File: config.mk
export PLATFORM = sky130hd
export DESIGN_NAME = intel_hex_record_parser_top
export DESIGN_NICKNAME = d
export VERILOG_FILES = /design/src/rtl/core/ihex_pkg.sv /design/src/rtl/core/intel_hex_record_parser_top.sv /design/src/rtl/core/ihex_front.sv /design/src/rtl/core/ihex_fifo.sv /design/src/rtl/core/ihex_back.sv
export SDC_FILE = /design/constraint.sdc
export NUM_CORES = 1
export LEC_CHECK = 0
export BUFFER_PORTS_ARGS = -buffer_cell sky130_fd_sc_hd__buf_2
export CAP_MARGIN = 20
export CORE_MARGIN = 2
export CORE_UTILIZATION = 26
export DETAILED_ROUTE_END_ITERATION = 12
export GPL_ROUTABILITY_DRIVEN = 0
export SYNTH_ARGS = -nofsm -noshare
export SYNTH_HDL_FRONTEND = slang
export SYNTH_SLANG_ARGS = --single-unit
File: constraint.sdc
create_clock -name clk -period 6.7 [get_ports clk]
set_input_delay 0.335 -clock clk [delete_from_list [all_inputs] [get_ports clk]]
set_output_delay 0.335 -clock clk [all_outputs]
set_load 0.05 [all_outputs]
File: src/rtl/core/ihex_pkg.sv
// shared types and constants for the intel hex record parser
`default_nettype none

package ihex_pkg;

	localparam int IDX_W = 6;

	localparam logic [7:0] CHAR_COLON = 8'h3A;

	localparam logic [7:0] REC_DATA    = 8'h00;
	localparam logic [7:0] REC_EOF     = 8'h01;
	localparam logic [7:0] REC_SEGMENT = 8'h02;
	localparam logic [7:0] REC_LINEAR  = 8'h04;

	localparam logic [3:0] ST_DATA_OK    = 4'd0;
	localparam logic [3:0] ST_END_OK     = 4'd1;
	localparam logic [3:0] ST_SEGMENT_OK = 4'd2;
	localparam logic [3:0] ST_LINEAR_OK  = 4'd3;
	localparam logic [3:0] ST_NO_COLON   = 4'd4;
	localparam logic [3:0] ST_SHORT      = 4'd5;
	localparam logic [3:0] ST_LENGTH     = 4'd6;
	localparam logic [3:0] ST_BAD_HEX    = 4'd7;
	localparam logic [3:0] ST_CHECKSUM   = 4'd8;
	localparam logic [3:0] ST_UNSUPPORT  = 4'd9;
	localparam logic [3:0] ST_TOO_LONG   = 4'd10;

	localparam logic KIND_WRITE  = 1'b0;
	localparam logic KIND_STATUS = 1'b1;

	typedef struct packed {
		logic [7:0] text_char;
		logic       line_end;
	} ihex_in_t;

	typedef struct packed {
		logic        kind;
		logic [31:0] write_address;
		logic [7:0]  write_byte;
		logic [3:0]  status;
		logic        flush_request;
		logic        last;
	} ihex_out_t;

	typedef struct packed {
		logic             is_cmd;
		logic [IDX_W-1:0] idx;
		logic [7:0]       data;
		logic [3:0]       status;
		logic [IDX_W-1:0] count;
		logic [15:0]      offset;
		logic [15:0]      pair;
	} ihex_entry_t;

endpackage

`default_nettype wire

File: src/rtl/core/intel_hex_record_parser_top.sv
// top level of the intel hex record parser
//
// channel   direction  handshake       transfer when
// item      in         push / full     push && !full
// result    out        empty / pop     pop && !empty
//
// one character is taken per cycle while the internal queue has room
// the emitter pops one queue entry per cycle while idle; after the command of a
// valid data record of n bytes it emits n writes (each a buffer read, then the
// output register) and one status; other lines emit one status
// full rises when the four-entry queue between decoder and emitter is full
// a stalled pop holds the result register and, through the queue, the input
// reset clears all line state and the base address; no clearing pass is needed
`default_nettype none

module intel_hex_record_parser_top import ihex_pkg::*; #(
	parameter int MAX_DATA = 32
) (
	input  wire logic      clk,
	input  wire logic      arst_n,
	input  wire logic      push,
	output logic           full,
	input  wire ihex_in_t  item,
	output logic           empty,
	input  wire logic      pop,
	output ihex_out_t      result
);

	logic        q_push;
	logic        q_full;
	logic        q_pop;
	logic        q_empty;
	ihex_entry_t q_wr_entry;
	ihex_entry_t q_rd_entry;

	assign full = q_full;

	ihex_front #(
		.MAX_DATA(MAX_DATA)
	) u_front (
		.clk     (clk),
		.arst_n  (arst_n),
		.push    (push),
		.item    (item),
		.q_full  (q_full),
		.q_push  (q_push),
		.q_entry (q_wr_entry)
	);

	ihex_fifo u_fifo (
		.clk      (clk),
		.arst_n   (arst_n),
		.wr_en    (q_push),
		.wr_entry (q_wr_entry),
		.q_full   (q_full),
		.rd_en    (q_pop),
		.q_empty  (q_empty),
		.rd_entry (q_rd_entry)
	);

	ihex_back #(
		.MAX_DATA(MAX_DATA)
	) u_back (
		.clk     (clk),
		.arst_n  (arst_n),
		.q_empty (q_empty),
		.q_entry (q_rd_entry),
		.q_pop   (q_pop),
		.pop     (pop),
		.empty   (empty),
		.result  (result)
	);

	a_last_is_status: assert property (@(posedge clk) disable iff (!arst_n)
		!empty |-> (result.last == result.kind))
		else $error("last flag does not match result kind");

	a_flush_on_end: assert property (@(posedge clk) disable iff (!arst_n)
		(!empty && result.flush_request) |-> (result.status == ST_END_OK))
		else $error("flush request without end record status");

	a_no_overflow: assert property (@(posedge clk) disable iff (!arst_n)
		q_push |-> !q_full)
		else $error("queue written while full");

	a_pop_idle: assert property (@(posedge clk) disable iff (!arst_n)
		q_pop |-> !q_empty)
		else $error("queue read while empty");

endmodule

`default_nettype wire

File: src/rtl/core/ihex_front.sv
// character decoder: colon check, hex pairs, checksum, record classification
`default_nettype none

module ihex_front import ihex_pkg::*; #(
	parameter int MAX_DATA = 32
) (
	input  wire logic        clk,
	input  wire logic        arst_n,
	input  wire logic        push,
	input  wire ihex_in_t    item,
	input  wire logic        q_full,
	output logic             q_push,
	output ihex_entry_t      q_entry
);

	logic [9:0] cc_q, cc_n;
	logic [3:0] nib_q, nib_n;
	logic [7:0] sum_q, sum_n;
	logic [7:0] len_q, len_n;
	logic [15:0] off_q, off_n;
	logic [7:0] typ_q, typ_n;
	logic [8:0] br_q, br_n;
	logic [3:0] err_q, err_n;
	logic [7:0] d0_q, d0_n;
	logic [7:0] d1_q, d1_n;

	logic       acc;
	logic       store;
	logic       bad;
	logic [3:0] nib;
	logic [7:0] byte_v;
	logic [8:0] dat_idx;
	logic       needed;
	logic [3:0] st;
	logic [7:0] c;

	assign acc = push && !q_full;
	assign c   = item.text_char;

	always_comb begin
		bad = 1'b0;
		nib = 4'd0;
		if (c >= 8'h30 && c <= 8'h39) begin
			nib = 4'(c - 8'h30);
		end else if (c >= 8'h41 && c <= 8'h46) begin
			nib = 4'(c - 8'h37);
		end else if (c >= 8'h61 && c <= 8'h66) begin
			nib = 4'(c - 8'h57);
		end else begin
			bad = 1'b1;
		end
	end

	assign byte_v  = {nib_q, nib};
	assign dat_idx = br_q - 9'd4;
	assign needed  = (br_q < 9'd4) || ({1'b0, br_q} <= 10'd4 + {2'b0, len_q});

	always_comb begin
		cc_n  = cc_q;
		nib_n = nib_q;
		sum_n = sum_q;
		len_n = len_q;
		off_n = off_q;
		typ_n = typ_q;
		br_n  = br_q;
		err_n = err_q;
		d0_n  = d0_q;
		d1_n  = d1_q;
		store = 1'b0;
		if (cc_q == 10'd0) begin
			if (c != CHAR_COLON && err_q == ST_DATA_OK) begin
				err_n = ST_NO_COLON;
			end
			cc_n = 10'd1;
		end else if (cc_q < 10'd1023) begin
			cc_n = cc_q + 10'd1;
			if (err_q != ST_NO_COLON && needed) begin
				if (bad && err_q == ST_DATA_OK) begin
					err_n = ST_BAD_HEX;
				end
				if (cc_q[0]) begin
					nib_n = nib;
				end else begin
					sum_n = sum_q + byte_v;
					priority if (br_q == 9'd0) begin
						len_n = byte_v;
					end else if (br_q == 9'd1) begin
						off_n = {byte_v, off_q[7:0]};
					end else if (br_q == 9'd2) begin
						off_n = {off_q[15:8], byte_v};
					end else if (br_q == 9'd3) begin
						typ_n = byte_v;
					end else if (dat_idx < {1'b0, len_q} && dat_idx < 9'(MAX_DATA)) begin
						store = 1'b1;
						if (dat_idx == 9'd0) begin
							d0_n = byte_v;
						end
						if (dat_idx == 9'd1) begin
							d1_n = byte_v;
						end
					end
					if (br_q < 9'd511) begin
						br_n = br_q + 9'd1;
					end
				end
			end
		end
	end

	always_comb begin
		priority if (err_n == ST_NO_COLON) begin
			st = ST_NO_COLON;
		end else if (cc_n < 10'd9) begin
			st = ST_SHORT;
		end else if (err_n == ST_BAD_HEX) begin
			st = ST_BAD_HEX;
		end else if ({1'b0, br_n} < 10'd5 + {2'b0, len_n}) begin
			st = ST_LENGTH;
		end else if ({1'b0, len_n} > 9'(MAX_DATA)) begin
			st = ST_TOO_LONG;
		end else if (sum_n != 8'd0) begin
			st = ST_CHECKSUM;
		end else if (typ_n == REC_DATA) begin
			st = ST_DATA_OK;
		end else if (typ_n == REC_EOF) begin
			st = ST_END_OK;
		end else if (typ_n == REC_SEGMENT) begin
			st = ST_SEGMENT_OK;
		end else if (typ_n == REC_LINEAR) begin
			st = ST_LINEAR_OK;
		end else begin
			st = ST_UNSUPPORT;
		end
	end

	assign q_push = acc && (item.line_end || store);

	always_comb begin
		q_entry        = '0;
		q_entry.is_cmd = item.line_end;
		q_entry.idx    = dat_idx[IDX_W-1:0];
		q_entry.data   = byte_v;
		q_entry.status = st;
		q_entry.count  = len_n[IDX_W-1:0];
		q_entry.offset = off_n;
		q_entry.pair   = {(len_n > 8'd0) ? d0_q : 8'd0, (len_n > 8'd1) ? d1_q : 8'd0};
	end

	always_ff @(posedge clk or negedge arst_n) begin
		if (!arst_n) begin
			cc_q  <= '0;
			nib_q <= '0;
			sum_q <= '0;
			len_q <= '0;
			off_q <= '0;
			typ_q <= '0;
			br_q  <= '0;
			err_q <= ST_DATA_OK;
			d0_q  <= '0;
			d1_q  <= '0;
		end else if (acc) begin
			if (item.line_end) begin
				cc_q  <= '0;
				nib_q <= '0;
				sum_q <= '0;
				len_q <= '0;
				off_q <= '0;
				typ_q <= '0;
				br_q  <= '0;
				err_q <= ST_DATA_OK;
				d0_q  <= '0;
				d1_q  <= '0;
			end else begin
				cc_q  <= cc_n;
				nib_q <= nib_n;
				sum_q <= sum_n;
				len_q <= len_n;
				off_q <= off_n;
				typ_q <= typ_n;
				br_q  <= br_n;
				err_q <= err_n;
				d0_q  <= d0_n;
				d1_q  <= d1_n;
			end
		end
	end

endmodule

`default_nettype wire

File: src/rtl/core/ihex_fifo.sv
// short queue of byte stores and line commands between decoder and emitter
`default_nettype none

module ihex_fifo import ihex_pkg::*; (
	input  wire logic        clk,
	input  wire logic        arst_n,
	input  wire logic        wr_en,
	input  wire ihex_entry_t wr_entry,
	output logic             q_full,
	input  wire logic        rd_en,
	output logic             q_empty,
	output ihex_entry_t      rd_entry
);

	localparam int DEPTH = 4;
	localparam int PW    = $clog2(DEPTH);

	ihex_entry_t     mem_q [DEPTH];
	logic [PW-1:0]   wp_q;
	logic [PW-1:0]   rp_q;
	logic [PW:0]     cnt_q;
	logic            do_wr;
	logic            do_rd;

	assign q_full   = (cnt_q == (PW+1)'(DEPTH));
	assign q_empty  = (cnt_q == '0);
	assign do_wr    = wr_en && !q_full;
	assign do_rd    = rd_en && !q_empty;
	assign rd_entry = mem_q[rp_q];

	always_ff @(posedge clk) begin
		if (do_wr) begin
			mem_q[wp_q] <= wr_entry;
		end
	end

	always_ff @(posedge clk or negedge arst_n) begin
		if (!arst_n) begin
			wp_q  <= '0;
			rp_q  <= '0;
			cnt_q <= '0;
		end else begin
			if (do_wr) begin
				wp_q <= wp_q + 1'b1;
			end
			if (do_rd) begin
				rp_q <= rp_q + 1'b1;
			end
			if (do_wr && !do_rd) begin
				cnt_q <= cnt_q + 1'b1;
			end else if (do_rd && !do_wr) begin
				cnt_q <= cnt_q - 1'b1;
			end
		end
	end

endmodule

`default_nettype wire

File: src/rtl/core/ihex_back.sv
// data buffer, base address and result emission
`default_nettype none

module ihex_back import ihex_pkg::*; #(
	parameter int MAX_DATA = 32
) (
	input  wire logic        clk,
	input  wire logic        arst_n,
	input  wire logic        q_empty,
	input  wire ihex_entry_t q_entry,
	output logic             q_pop,
	input  wire logic        pop,
	output logic             empty,
	output ihex_out_t        result
);

	localparam int AW = $clog2(MAX_DATA);

	typedef enum logic [1:0] {
		S_IDLE,
		S_RD,
		S_WR,
		S_ST
	} state_t;

	state_t           state_q;
	ihex_entry_t      cmd_q;
	logic [IDX_W-1:0] i_q;
	logic [31:0]      base_q;
	logic             out_vld_q;
	ihex_out_t        out_q;
	logic [7:0]       buf_q [MAX_DATA];
	logic [7:0]       rdata_q;
	logic             out_free;
	logic             out_load;
	logic             mem_we;

	assign out_free = !out_vld_q || pop;
	assign out_load = out_free && (state_q == S_WR || state_q == S_ST);
	assign q_pop    = (state_q == S_IDLE) && !q_empty;
	assign mem_we   = q_pop && !q_entry.is_cmd;
	assign empty    = !out_vld_q;
	assign result   = out_q;

	always_ff @(posedge clk) begin
		if (mem_we) begin
			buf_q[q_entry.idx[AW-1:0]] <= q_entry.data;
		end
		rdata_q <= buf_q[i_q[AW-1:0]];
	end

	always_ff @(posedge clk or negedge arst_n) begin
		if (!arst_n) begin
			state_q   <= S_IDLE;
			cmd_q     <= '0;
			i_q       <= '0;
			base_q    <= '0;
			out_vld_q <= 1'b0;
			out_q     <= '0;
		end else begin
			if (out_load) begin
				out_vld_q <= 1'b1;
			end else if (pop) begin
				out_vld_q <= 1'b0;
			end
			unique case (state_q)
				S_IDLE: begin
					if (q_pop && q_entry.is_cmd) begin
						cmd_q <= q_entry;
						i_q   <= '0;
						if (q_entry.status == ST_DATA_OK && q_entry.count != '0) begin
							state_q <= S_RD;
						end else begin
							state_q <= S_ST;
						end
					end
				end
				S_RD: begin
					state_q <= S_WR;
				end
				S_WR: begin
					if (out_free) begin
						out_q.kind          <= KIND_WRITE;
						out_q.write_address <= base_q + {16'd0, cmd_q.offset}
							+ {{(32-IDX_W){1'b0}}, i_q};
						out_q.write_byte    <= rdata_q;
						out_q.status        <= ST_DATA_OK;
						out_q.flush_request <= 1'b0;
						out_q.last          <= 1'b0;
						if (IDX_W'(i_q + 1'b1) == cmd_q.count) begin
							state_q <= S_ST;
						end else begin
							i_q     <= i_q + 1'b1;
							state_q <= S_RD;
						end
					end
				end
				S_ST: begin
					if (out_free) begin
						out_q.kind          <= KIND_STATUS;
						out_q.write_address <= '0;
						out_q.write_byte    <= '0;
						out_q.status        <= cmd_q.status;
						out_q.flush_request <= (cmd_q.status == ST_END_OK);
						out_q.last          <= 1'b1;
						if (cmd_q.status == ST_END_OK) begin
							base_q <= '0;
						end else if (cmd_q.status == ST_SEGMENT_OK) begin
							base_q <= {12'd0, cmd_q.pair, 4'd0};
						end else if (cmd_q.status == ST_LINEAR_OK) begin
							base_q <= {cmd_q.pair, 16'd0};
						end
						state_q <= S_IDLE;
					end
				end
				default: begin
					state_q <= S_IDLE;
				end
			endcase
		end
	end

endmodule

`default_nettype wire
==> run metrics <==
status complete, no violations; largest net degree at the start of global routing 132; placed insts 3,572; number of max-slew violations in the final report 0; Sequential Power Share 41.9%; RSZ-0062 raised after global routing no; Worst setup SP type register; I/O pin total 62; Core ar. 118,100 um^2; # H-tree levels 3; clk slew on worst S/H paths 60 ps; floorplan row count 126; sw power 0.004971 W; clock buffer depth 3; vias in the first global route 17,670; Setup violations, final 0; P&R area growth vs syn 15.00%; Num CTS Buffers 76; Critical Path RT 7120 ps; Routed Antenna Nets 0; Area after DPL 33,050 um^2; Root Buffer clkbuf_16; leak pwr 12.72 nW; Netlist cell types 83; CTS tree done; Die Ht 349.1 um; Mapped Nets 2,151; fin crit period 5953 ps; setup TNS 0 ps; Final HPWL DP 46.08 mm; DIE AREA 121,900 um^2; Port Buffers 61; routed len/inst 19.06 um; post-CTS sizing 0; Yosys reg bits 703; Net Sw Frac 34.09%; non-filler cells, final 3,716; Yosys warnings 0; DRC 0; routed via count 17,630; Tot GR Track Use 11.56%; CP most frequent cell ha_1; fin area 35,620 um^2; Mapped Cells 2,048; synthesized area 30,970 um^2; Crit-path slowest cell o2111ai_2; total of max-cap violations 0; initial antenna violation count 4; Logic pwr share 29.2%; maximum vdd drop 0.0002191 V; Nets 2,218; starting density of the core 26.23%; number of synthesized flops with an enable pin 480; Pwr Density 409.5 nW/um^2; internal power 0.009613 W; share of layout cells above drive strength 1 20.84%; Peak Freq 168.0 MHz; slowest cell delay on critical path 860 ps; Slew @ Worst Pin 1071 ps; Die W 349.1 um; clock power share 28.8%; CP Cell Sequence inv_1 -> nor3_1 -> nand3_1 -> xnor2_1 -> ha_1 -> and3_1 -> nand3b_1 -> o211ai_1 -> o2111ai_2 -> nor2_1 -> a21oi_1 -> inv_1 -> ha_1 -> o21ai_0 -> xnor2_1 -> ha_1 -> nand3_1 -> nor3_1 -> and2_1 -> nand2_1 -> mux2i_1 -> a311o_1 -> nand4_1 -> a21oi_1; drt pass-1 iters 5; total power 0.01458 W; period utilisation layout 88.85%; CP arrival 6370 ps; 1st-iter DRT viols 1,435; critical path class reg -> reg; Mapped Avg Cell Area 15.12 um^2; critical-path maximum fanout 19; clock sink count 703; post-synth top area share 46.54%; worst skew pair latency 640 ps; Fin. Hold Viols 0; top post-synthesis cells by area edfxtp_1 (47%), dfrtp_1 (17%), mux4_2 (9.9%); CP Capture Type register; most used flip-flop cell after synthesis edfxtp_1; first-pass GRT wire length 109.8 mm; clk_skew 35.59 ps; Slew headroom 28.45%; vias per cell 4.744; sequential share of the synthesized area 64.43%; grt ovf 0; largest area contributor in the netlist edfxtp_1; FFs w/ async S/R, synth 30.58%; Hold WC Path Type in -> reg; Routed WL 70.84 mm
-- flip-flops by register name, summed over array words and instances, names as in the netlist --
register,flops
u_front.br_q,9
u_back.i_q,6
u_front.off_q,16
u_front.typ_q,8
u_back.state_q,2
u_back.rdata_q,8
u_front.err_q,4
u_fifo.rp_q,2
u_front.cc_q,10
u_front.d1_q,8
u_fifo.wp_q,2
u_front.sum_q,8
u_front.len_q,8
u_front.d0_q,8
u_back.out_vld_q,1
u_back.cmd_q,42
u_front.nib_q,4
u_back.result,46
u_fifo.cnt_q,3
u_back.buf_q,256
u_fifo.mem_q,224
u_back.base_q,28
-- cells in the final DEF (no fill, tap or decap), types with 18 or more instances in the layout --
| master | Yosys | final |
|---|---|---|
| nand2_1 | 151 | 149 |
| nor2b_1 | 24 | 23 |
| and2_1 | 22 | 18 |
| o21ai_0 | 87 | 86 |
| a21oi_1 | 46 | 46 |
| a22o_1 | 45 | 45 |
| buf_4 | 4 | 28 |
| buf_2 | 9 | 60 |
| nand3_1 | 59 | 59 |
| edfxtp_1 | 480 | 480 |
| inv_1 | 53 | 53 |
| mux4_2 | 136 | 136 |
| nor3_1 | 37 | 36 |
| xnor2_1 | 31 | 31 |
| xor2_1 | 24 | 24 |
| clkbuf_1 | 79 | 25 |
| clkbuf_16 | 0 | 76 |
| dfrtp_1 | 215 | 211 |
| nor2_1 | 110 | 109 |
| ha_1 | 85 | 85 |
| mux2_2 | 85 | 85 |
-- stage by stage --
step | hold WS, ps | util (%) | setup slack (ps)
global placement | 431.8 | 27.99 | 1046
CTS | 113.6 | 30.16 | 839.1
finish | 133.7 | 30.16 | 747.0
global route | 152.2 | 30.16 | 192.1
floorplan | 39.41 | - | 1551
detailed placement | 426.1 | 27.99 | 869.3
-- path summary, 6_finish.rpt --
check | start | end | slack, ps | depth (start not counted)
setup / recovery | u_front.len_q[4] | u_fifo.mem_q[2][41] | 750 | 24
hold / removal | pop | u_back.out_vld_q | 130 | 3
setup reg to reg | u_front.len_q[4] | u_fifo.mem_q[2][41] | 750 | 24
hold reg to reg | u_back.rdata_q[3] | u_back.result[9] | 450 | 1
max in group asynchronous | arst_n | u_back.i_q[0] | 5070 | 3
min in group asynchronous | arst_n | u_front.d0_q[7] | 330 | 2
-- cell usage after synthesis (5+ instances only) --
cell	count
edfxtp_1	480
dfrtp_1	215
nand2_1	151
mux4_2	136
nor2_1	110
o21ai_0	87
ha_1	85
mux2_2	85
clkbuf_1	79
nand3_1	59
inv_1	53
a21oi_1	46
a22o_1	45
nor3_1	37
xnor2_1	31
nor2b_1	24
xor2_1	24
and2_1	22
a21o_1	15
nor4_1	14
a22oi_1	12
mux2i_1	12
nand2b_1	12
o211ai_1	12
o31ai_1	12
a32oi_1	11
nand4_1	11
o21a_1	10
or3_1	10
buf_2	9
nand3b_1	9
dfxtp_1	8
o22ai_1	8
or4_1	8
a211oi_1	7
a31oi_1	7
buf_1	7
and3_1	6
a211o_1	5
fa_1	5
-- repair_timing --
| item | 4_1_cts | 5_1_grt |
|---|---|---|
| hold buffers | 1 | 0 |
| setup endpoints to repair | 0 | 0 |
| endpoints found under the hold margin | 84 | 0 |
| buffers inserted | 0 | 0 |
-- logic make-up (layout without fill, tap and decap cells) --
| family | after synthesis | count (layout) | share of synthesized area (%) |
|---|---|---|---|
| AND/OR/NAND/NOR | 491 | 491 | 7.704 |
| multiplexers | 233 | 233 | 13.37 |
| other | 0 | 1 | 0 |
| buffers and inverters | 155 | 286 | 2.016 |
| AO/OA/AOI/OAI | 321 | 321 | 7.171 |
| adder cells (fa/ha/maj) | 90 | 90 | 3.757 |
| flip-flops | 703 | 703 | 64.43 |
| XOR/XNOR | 55 | 55 | 1.555 |
-- power groups by stage --
stage	sequential [W]	clock, W	combinational [W]
global route	0.00620	0.00446	0.00465
finish	0.00612	0.00420	0.00426
detailed placement	0.00620	0	0.00428
CTS	0.00612	0.00430	0.00431
floorplan	0.00625	0	0.00284
global placement	0.00619	0	0.00427
-- final cells by class --
class,count,area (um^2)
antenna,1,2.502
clock buffer,106,2064
clock inverter,36,486.7
fill,11560,82470
inverter,53,198.9
multi-input combinational,1190,10420
sequential,703,19960
tap,1536,1922
timing repair buffer,91,555.5
-- worst max-delay path, delay by kind of cell (launching register included) --
family / cells / cell delay (ps)
AOI/OAI and AO/OA: 6 / 2180
and+or+nand+nor: 10 / 1540
adders and majority gates: 3 / 880
xor gates and xnor gates: 2 / 260
buffers and inverters: 2 / 290
muxes: 1 / 130
DFF: 1 / 450
-- layer usage --
layer / share of wire [%] / global-route usage, % / vias up
met3: 5.1 / 2.070 / 109
met4: 2.1 / 3.061 / 4
met2: 44 / 17.13 / 479
met1: 49 / 17.25 / 8985
li1: - / - / 8052
met5: 0.032 / 0 / -
Power figures use the tool's default switching activity.
